`src/rtl/htld_pkg.sv`:
```
package htld_pkg;

    localparam int NODE_COUNT_DFLT = 512;

    localparam logic [1:0] OP_LOAD_BIT    = 2'd0;
    localparam logic [1:0] OP_LOAD_SYMBOL = 2'd1;
    localparam logic [1:0] OP_DECODE_BIT  = 2'd2;
    localparam logic [1:0] OP_END_MESSAGE = 2'd3;

    localparam logic [1:0] KIND_BYTE    = 2'd0;
    localparam logic [1:0] KIND_FULL    = 2'd1;
    localparam logic [1:0] KIND_MISSING = 2'd2;

    localparam logic [7:0] CH_NEWLINE = 8'd10;
    localparam logic [7:0] CH_SPACE   = 8'd32;
    localparam logic [7:0] CH_DOLLAR  = 8'd36;
    localparam logic [7:0] CH_PERCENT = 8'd37;

    typedef struct packed {
        logic [1:0] operation;
        logic       code_bit;
        logic [7:0] symbol_byte;
    } in_item_t;

    typedef struct packed {
        logic [7:0] out_byte;
        logic [1:0] result_kind;
        logic       last_of_run;
    } out_item_t;

    typedef enum logic [3:0] {
        ST_IDLE,
        ST_LOAD_READ,
        ST_LOAD_CHECK,
        ST_LOAD_LINK,
        ST_SYMBOL,
        ST_DEC_READ,
        ST_DEC_CHECK,
        ST_DEC_LEAF,
        ST_END_READ,
        ST_END_FLUSH,
        ST_END_NEWLINE
    } state_t;

    typedef enum logic [1:0] {
        RD_LOAD,
        RD_DECODE,
        RD_CHILD
    } rd_src_t;

    typedef enum logic [1:0] {
        EMIT_FULL,
        EMIT_MISSING,
        EMIT_SYM,
        EMIT_NL
    } emit_src_t;

    typedef struct packed {
        logic      capture;
        logic      rd_en;
        rd_src_t   rd_src;
        logic      clear_node;
        logic      link_node;
        logic      store_sym;
        logic      load_follow;
        logic      dec_child;
        logic      dec_root;
        logic      emit;
        emit_src_t emit_src;
        logic      emit_last;
    } ctrl_cmd_t;

    typedef struct packed {
        logic child_zero;
        logic table_full;
        logic leaf;
        logic dcur_root;
        logic sym_is_nl;
        logic last_is_nl;
    } dp_status_t;

    function automatic logic [7:0] map_symbol(input logic [7:0] raw);
        logic [7:0] v;
        v = raw;
        if (raw == CH_PERCENT)
        begin
            v = CH_SPACE;
        end
        else if (raw == CH_DOLLAR)
        begin
            v = CH_NEWLINE;
        end
        return v;
    endfunction

endpackage

```
`src/rtl/htld_ctrl.sv`:
```
module htld_ctrl
    import htld_pkg::*;
(
    input  logic       clk,
    input  logic       rst_n,
    input  logic       start,
    input  logic [1:0] operation,
    input  dp_status_t status,
    output ctrl_cmd_t  cmd,
    output logic       busy
);

    state_t state_reg;
    state_t state_next;

    always_ff @(posedge clk or negedge rst_n)
    begin
        if (!rst_n)
        begin
            state_reg <= ST_IDLE;
        end
        else
        begin
            state_reg <= state_next;
        end
    end

    // next state
    always_comb
    begin
        state_next = state_reg;
        case (state_reg)
            ST_IDLE:
            begin
                if (start)
                begin
                    case (operation)
                        OP_LOAD_BIT:    state_next = ST_LOAD_READ;
                        OP_LOAD_SYMBOL: state_next = ST_SYMBOL;
                        OP_DECODE_BIT:  state_next = ST_DEC_READ;
                        OP_END_MESSAGE: state_next = ST_END_READ;
                        default:        state_next = ST_IDLE;
                    endcase
                end
            end
            ST_LOAD_READ:  state_next = ST_LOAD_CHECK;
            ST_LOAD_CHECK:
            begin
                if (status.child_zero && !status.table_full)
                begin
                    state_next = ST_LOAD_LINK;
                end
                else
                begin
                    state_next = ST_IDLE;
                end
            end
            ST_LOAD_LINK:  state_next = ST_IDLE;
            ST_SYMBOL:     state_next = ST_IDLE;
            ST_DEC_READ:   state_next = ST_DEC_CHECK;
            ST_DEC_CHECK:  state_next = status.child_zero ? ST_IDLE : ST_DEC_LEAF;
            ST_DEC_LEAF:   state_next = ST_IDLE;
            ST_END_READ:   state_next = status.dcur_root ? ST_END_NEWLINE : ST_END_FLUSH;
            ST_END_FLUSH:  state_next = ST_END_NEWLINE;
            ST_END_NEWLINE: state_next = ST_IDLE;
            default:       state_next = ST_IDLE;
        endcase
    end

    // outputs
    always_comb
    begin
        cmd.capture     = 1'b0;
        cmd.rd_en       = 1'b0;
        cmd.rd_src      = RD_LOAD;
        cmd.clear_node  = 1'b0;
        cmd.link_node   = 1'b0;
        cmd.store_sym   = 1'b0;
        cmd.load_follow = 1'b0;
        cmd.dec_child   = 1'b0;
        cmd.dec_root    = 1'b0;
        cmd.emit        = 1'b0;
        cmd.emit_src    = EMIT_SYM;
        cmd.emit_last   = 1'b0;
        case (state_reg)
            ST_IDLE:
            begin
                cmd.capture = start;
            end
            ST_LOAD_READ:
            begin
                cmd.rd_en  = 1'b1;
                cmd.rd_src = RD_LOAD;
            end
            ST_LOAD_CHECK:
            begin
                if (!status.child_zero)
                begin
                    cmd.load_follow = 1'b1;
                end
                else if (status.table_full)
                begin
                    cmd.emit      = 1'b1;
                    cmd.emit_src  = EMIT_FULL;
                    cmd.emit_last = 1'b1;
                end
                else
                begin
                    cmd.clear_node = 1'b1;
                end
            end
            ST_LOAD_LINK:
            begin
                cmd.link_node = 1'b1;
            end
            ST_SYMBOL:
            begin
                cmd.store_sym = 1'b1;
            end
            ST_DEC_READ:
            begin
                cmd.rd_en  = 1'b1;
                cmd.rd_src = RD_DECODE;
            end
            ST_DEC_CHECK:
            begin
                if (status.child_zero)
                begin
                    cmd.emit      = 1'b1;
                    cmd.emit_src  = EMIT_MISSING;
                    cmd.emit_last = 1'b1;
                    cmd.dec_root  = 1'b1;
                end
                else
                begin
                    cmd.rd_en  = 1'b1;
                    cmd.rd_src = RD_CHILD;
                end
            end
            ST_DEC_LEAF:
            begin
                if (status.leaf)
                begin
                    cmd.emit      = 1'b1;
                    cmd.emit_src  = EMIT_SYM;
                    cmd.emit_last = 1'b1;
                    cmd.dec_root  = 1'b1;
                end
                else
                begin
                    cmd.dec_child = 1'b1;
                end
            end
            ST_END_READ:
            begin
                cmd.rd_en  = !status.dcur_root;
                cmd.rd_src = RD_DECODE;
            end
            ST_END_FLUSH:
            begin
                cmd.emit      = 1'b1;
                cmd.emit_src  = EMIT_SYM;
                cmd.emit_last = status.sym_is_nl;
                cmd.dec_root  = 1'b1;
            end
            ST_END_NEWLINE:
            begin
                cmd.emit      = !status.last_is_nl;
                cmd.emit_src  = EMIT_NL;
                cmd.emit_last = 1'b1;
            end
            default:
            begin
                cmd.capture = 1'b0;
            end
        endcase
    end

    assign busy = (state_reg != ST_IDLE);

    a_accept_leaves_idle: assert property (@(posedge clk) disable iff (!rst_n)
        (state_reg == ST_IDLE && start) |=> (state_reg != ST_IDLE))
        else $error("accepted transaction did not start work");

    a_alloc_links: assert property (@(posedge clk) disable iff (!rst_n)
        cmd.clear_node |=> (state_reg == ST_LOAD_LINK))
        else $error("node cleared without link");

    a_flush_then_newline: assert property (@(posedge clk) disable iff (!rst_n)
        (state_reg == ST_END_FLUSH) |=> (state_reg == ST_END_NEWLINE))
        else $error("flush not followed by newline check");

endmodule

```
`config.mk`:
```
export PLATFORM = sky130hd
export DESIGN_NAME = htld_ctrl
export DESIGN_NICKNAME = d
export VERILOG_FILES = /design/src/rtl/htld_pkg.sv /design/src/rtl/htld_ctrl.sv
export SDC_FILE = /design/constraint.sdc
export NUM_CORES = 1
export LEC_CHECK = 0
export BUFFER_PORTS_ARGS = -buffer_cell sky130_fd_sc_hd__buf_2
export CORE_AREA = 3 3 40 42
export DETAILED_ROUTE_END_ITERATION = 7
export DIE_AREA = 0 0 43 45
export GPL_TIMING_DRIVEN = 0
export HOLD_SLACK_MARGIN = 0.15
export PLACE_DENSITY_LB_ADDON = 0.15
export SLEW_MARGIN = 30
export SYNTH_ARGS = -nofsm -noshare
export SYNTH_HDL_FRONTEND = slang
export SYNTH_SLANG_ARGS = --single-unit
```
`constraint.sdc`:
```
create_clock -name clk -period 3.5 [get_ports clk]
set_clock_uncertainty 0.1 [all_clocks]
set_input_delay 0.175 -clock clk [delete_from_list [all_inputs] [get_ports clk]]
set_output_delay 0.175 -clock clk [all_outputs]
set_load 0.01 [all_outputs]
```
==> flow_summary.yaml <==
die:
  core_area_mm2: 0.00128
  die_area_mm2: 0.00194
  rows: 13
  ios: 26
  fp.dieH_um: 45
  initial_core_util_pct: 38.3
  die_w_um: 43
power_and_ir_drop:
  ir_drop_v: 0.000409
  p_per_area_mw_per_mm2: 651
  p_leak_uw: 0.000352
detailed_routing:
  drcViolationCount: 0
  drt_first_pass_iters: 5
  detail-route-antenna-nets: 0
  routed_wl_mm: 1.39
  wl_per_cell_um: 12.6
  vias_per_cell: 5.53
  drt-initial-drc-count: 10
  via_count: 608
finish:
  instances_no_fill: 110
  mostFrequentLayoutCells: "buf_2, nor2_1, a21oi_1, nor3_1"
  final_common_cell: "buf_2"
  finish.instance_area_um2: 668
  antenna_cells: 0
  layout-drive-gt1-share_pct: 33.7
  area_delta_synth_final_pct: 35.9
  largest_reg_flops: 4
  fin_nets: 111
critical_path:
  cp_max_fo: 5
  worstPathArrival_ps: 1700
  start_kind: "flop"
  cp-end-kind: "primary output"
  critPathKind: "reg -> out"
  crit_required_ps: 3220
yosys:
  synth_seq_cells: 4
  syn_inst: 66
  synth_nets: 80
  yosysSeqAreaShare_pct: 20.4
  syn_area_per_cell_um2: 7.45
  synth-edff-count: 0
  netlist_area_um2: 492
  yosysWarnings: 0
  netlist-cell-type-count: 33
  synthFlopType: "dfrtp_1"
  synth-async-reset-ratio_pct: 100
place:
  dpl_cell_area_um2: 636
  dpl.hpwl_mm: 1.07
  pre_cts_slack_ps: 1790
  place_congestion: 0.758
  io_buffers: 25
  post-place-cells: 106
sta:
  slew_headroom_pct: 64.5
  fin_tns_setup_ps: 0
  worst_pin_slew_ps: 527
  rsz0062_at_grt: "no"
  finalHoldViolCount: 0
  max_freq_mhz: 506
  setup_viol: 0
  report.final.slew_viol_count: 0
  worst_slack_ps: 1530
  post-route-min-period_ps: 1970
  fin_crit_sh_pct: 56.4
global_routing:
  grt_pass1_wl_mm: 2.38
  overflow: 0
  first_global_vias: 528
  grt.total_usage_pct: 16.6
  grt_max_degree: 11
  antenna_found_initial: 0
clock_tree:
  root_buffer: "clkbuf_4"
  clkTransAtPathRegs_ps: 40
  cts_sinks: 4
  cts_tree: "yes"
  h-tree-depth: 1
  cts_buffers: 3
  cts_buffer_depth: 2
  clock_latency_ps: 230
min_path:
  min_path_type: "in -> async"
status:
  outcome: "complete, no violations"
flow_run:
  drv_cap: 0
==> worst paths after layout <==
path | from | end | slack [ps] | cells after the start
setup / recovery | state_reg[2]$_DFFE_PN0P_ | cmd[12] | 1530 | 4
hold / removal | rst_n | state_reg[1]$_DFFE_PN0P_ | 170 | 2
setup reg to reg | state_reg[2]$_DFFE_PN0P_ | state_reg[0]$_DFFE_PN0P_ | 1960 | 3
hold reg to reg | state_reg[2]$_DFFE_PN0P_ | state_reg[3]$_DFFE_PN0P_ | 640 | 2
max in group asynchronous | rst_n | state_reg[0]$_DFFE_PN0P_ | 3010 | 2
min in group clk | start | state_reg[2]$_DFFE_PN0P_ | 180 | 3
==> power by group <==
part           switching [µW]  leakage [µW]  internal (µW)
combinational             168      0.000285            125
sequential               22.4     0.0000530           63.2
clock                    17.6     0.0000138           38.2
==> per-stage QoR <==
| step | power (µW) | util (%) | hold slack (ps) |
|---|---|---|---|
| 6_report | 435 | 52.0 | 171 |
| 5_1_grt | 485 | 52.0 | 187 |
| 4_1_cts | 437 | 52.0 | 166 |
| 3_5_place_dp | 378 | 49.5 | -120 |
| 3_3_place_gp | 375 | 49.5 | -122 |
| 2_1_floorplan | 285 | - | -221 |
==> Yosys cell counts, drive strengths merged (2+ instances only) <==
| cell type | number | area [µm²] |
|---|---|---|
| a21oi | 5 | 25.0 |
| nor2 | 5 | 18.8 |
| nor3 | 5 | 25.0 |
| buf | 4 | 20.0 |
| dfrtp | 4 | 100 |
| inv | 4 | 15.0 |
| nand2 | 4 | 15.0 |
| nand2b | 4 | 25.0 |
| ha | 3 | 37.5 |
| nor2b | 2 | 12.5 |
| o21ai | 2 | 10.0 |
| o21bai | 2 | 15.0 |
| o221ai | 2 | 17.5 |
| or3 | 2 | 12.5 |
==> worst max-delay path: stages, from the launching register on <==
cell and delay, ps:
dfrtp_1 410, or4b_1 540, a21oi_1 240, o21bai_1 140, buf_2 150
==> cells by family after synthesis <==
group | after synthesis | share of synthesized area, %
buf+inv | 8 | 7.12
compound gates | 18 | 25.4
fa+ha+maj | 3 | 7.63
flops | 4 | 20.4
mux | 1 | 2.29
simple gates | 32 | 37.2
==> cell type report <==
type | count | area, µm²
inverters | 4 | 15.0
fillers | 137 | 617
multi-input cells | 54 | 357
repair buffers | 26 | 135
plain buffers | 4 | 20.0
clock buffers | 3 | 22.5
flip-flops and latches | 4 | 100
well taps | 15 | 18.8
==> metal layers <==
metal,global-route usage (%),wire length [µm],vias to the layer above
met5,0,0,-
met4,5.42,12,0
met3,7.17,163,2
met2,24.0,645,32
met1,22.3,564,274
li1,-,-,300
==> timing repair <==
item                                    CTS  global route
hold buffers                              1             0
endpoints found under the hold margin     4             0
endpoints found under the setup margin    0             0
buffers inserted                          0             0
gates resized for setup                   0             0
(Power assumes the default switching activity.)
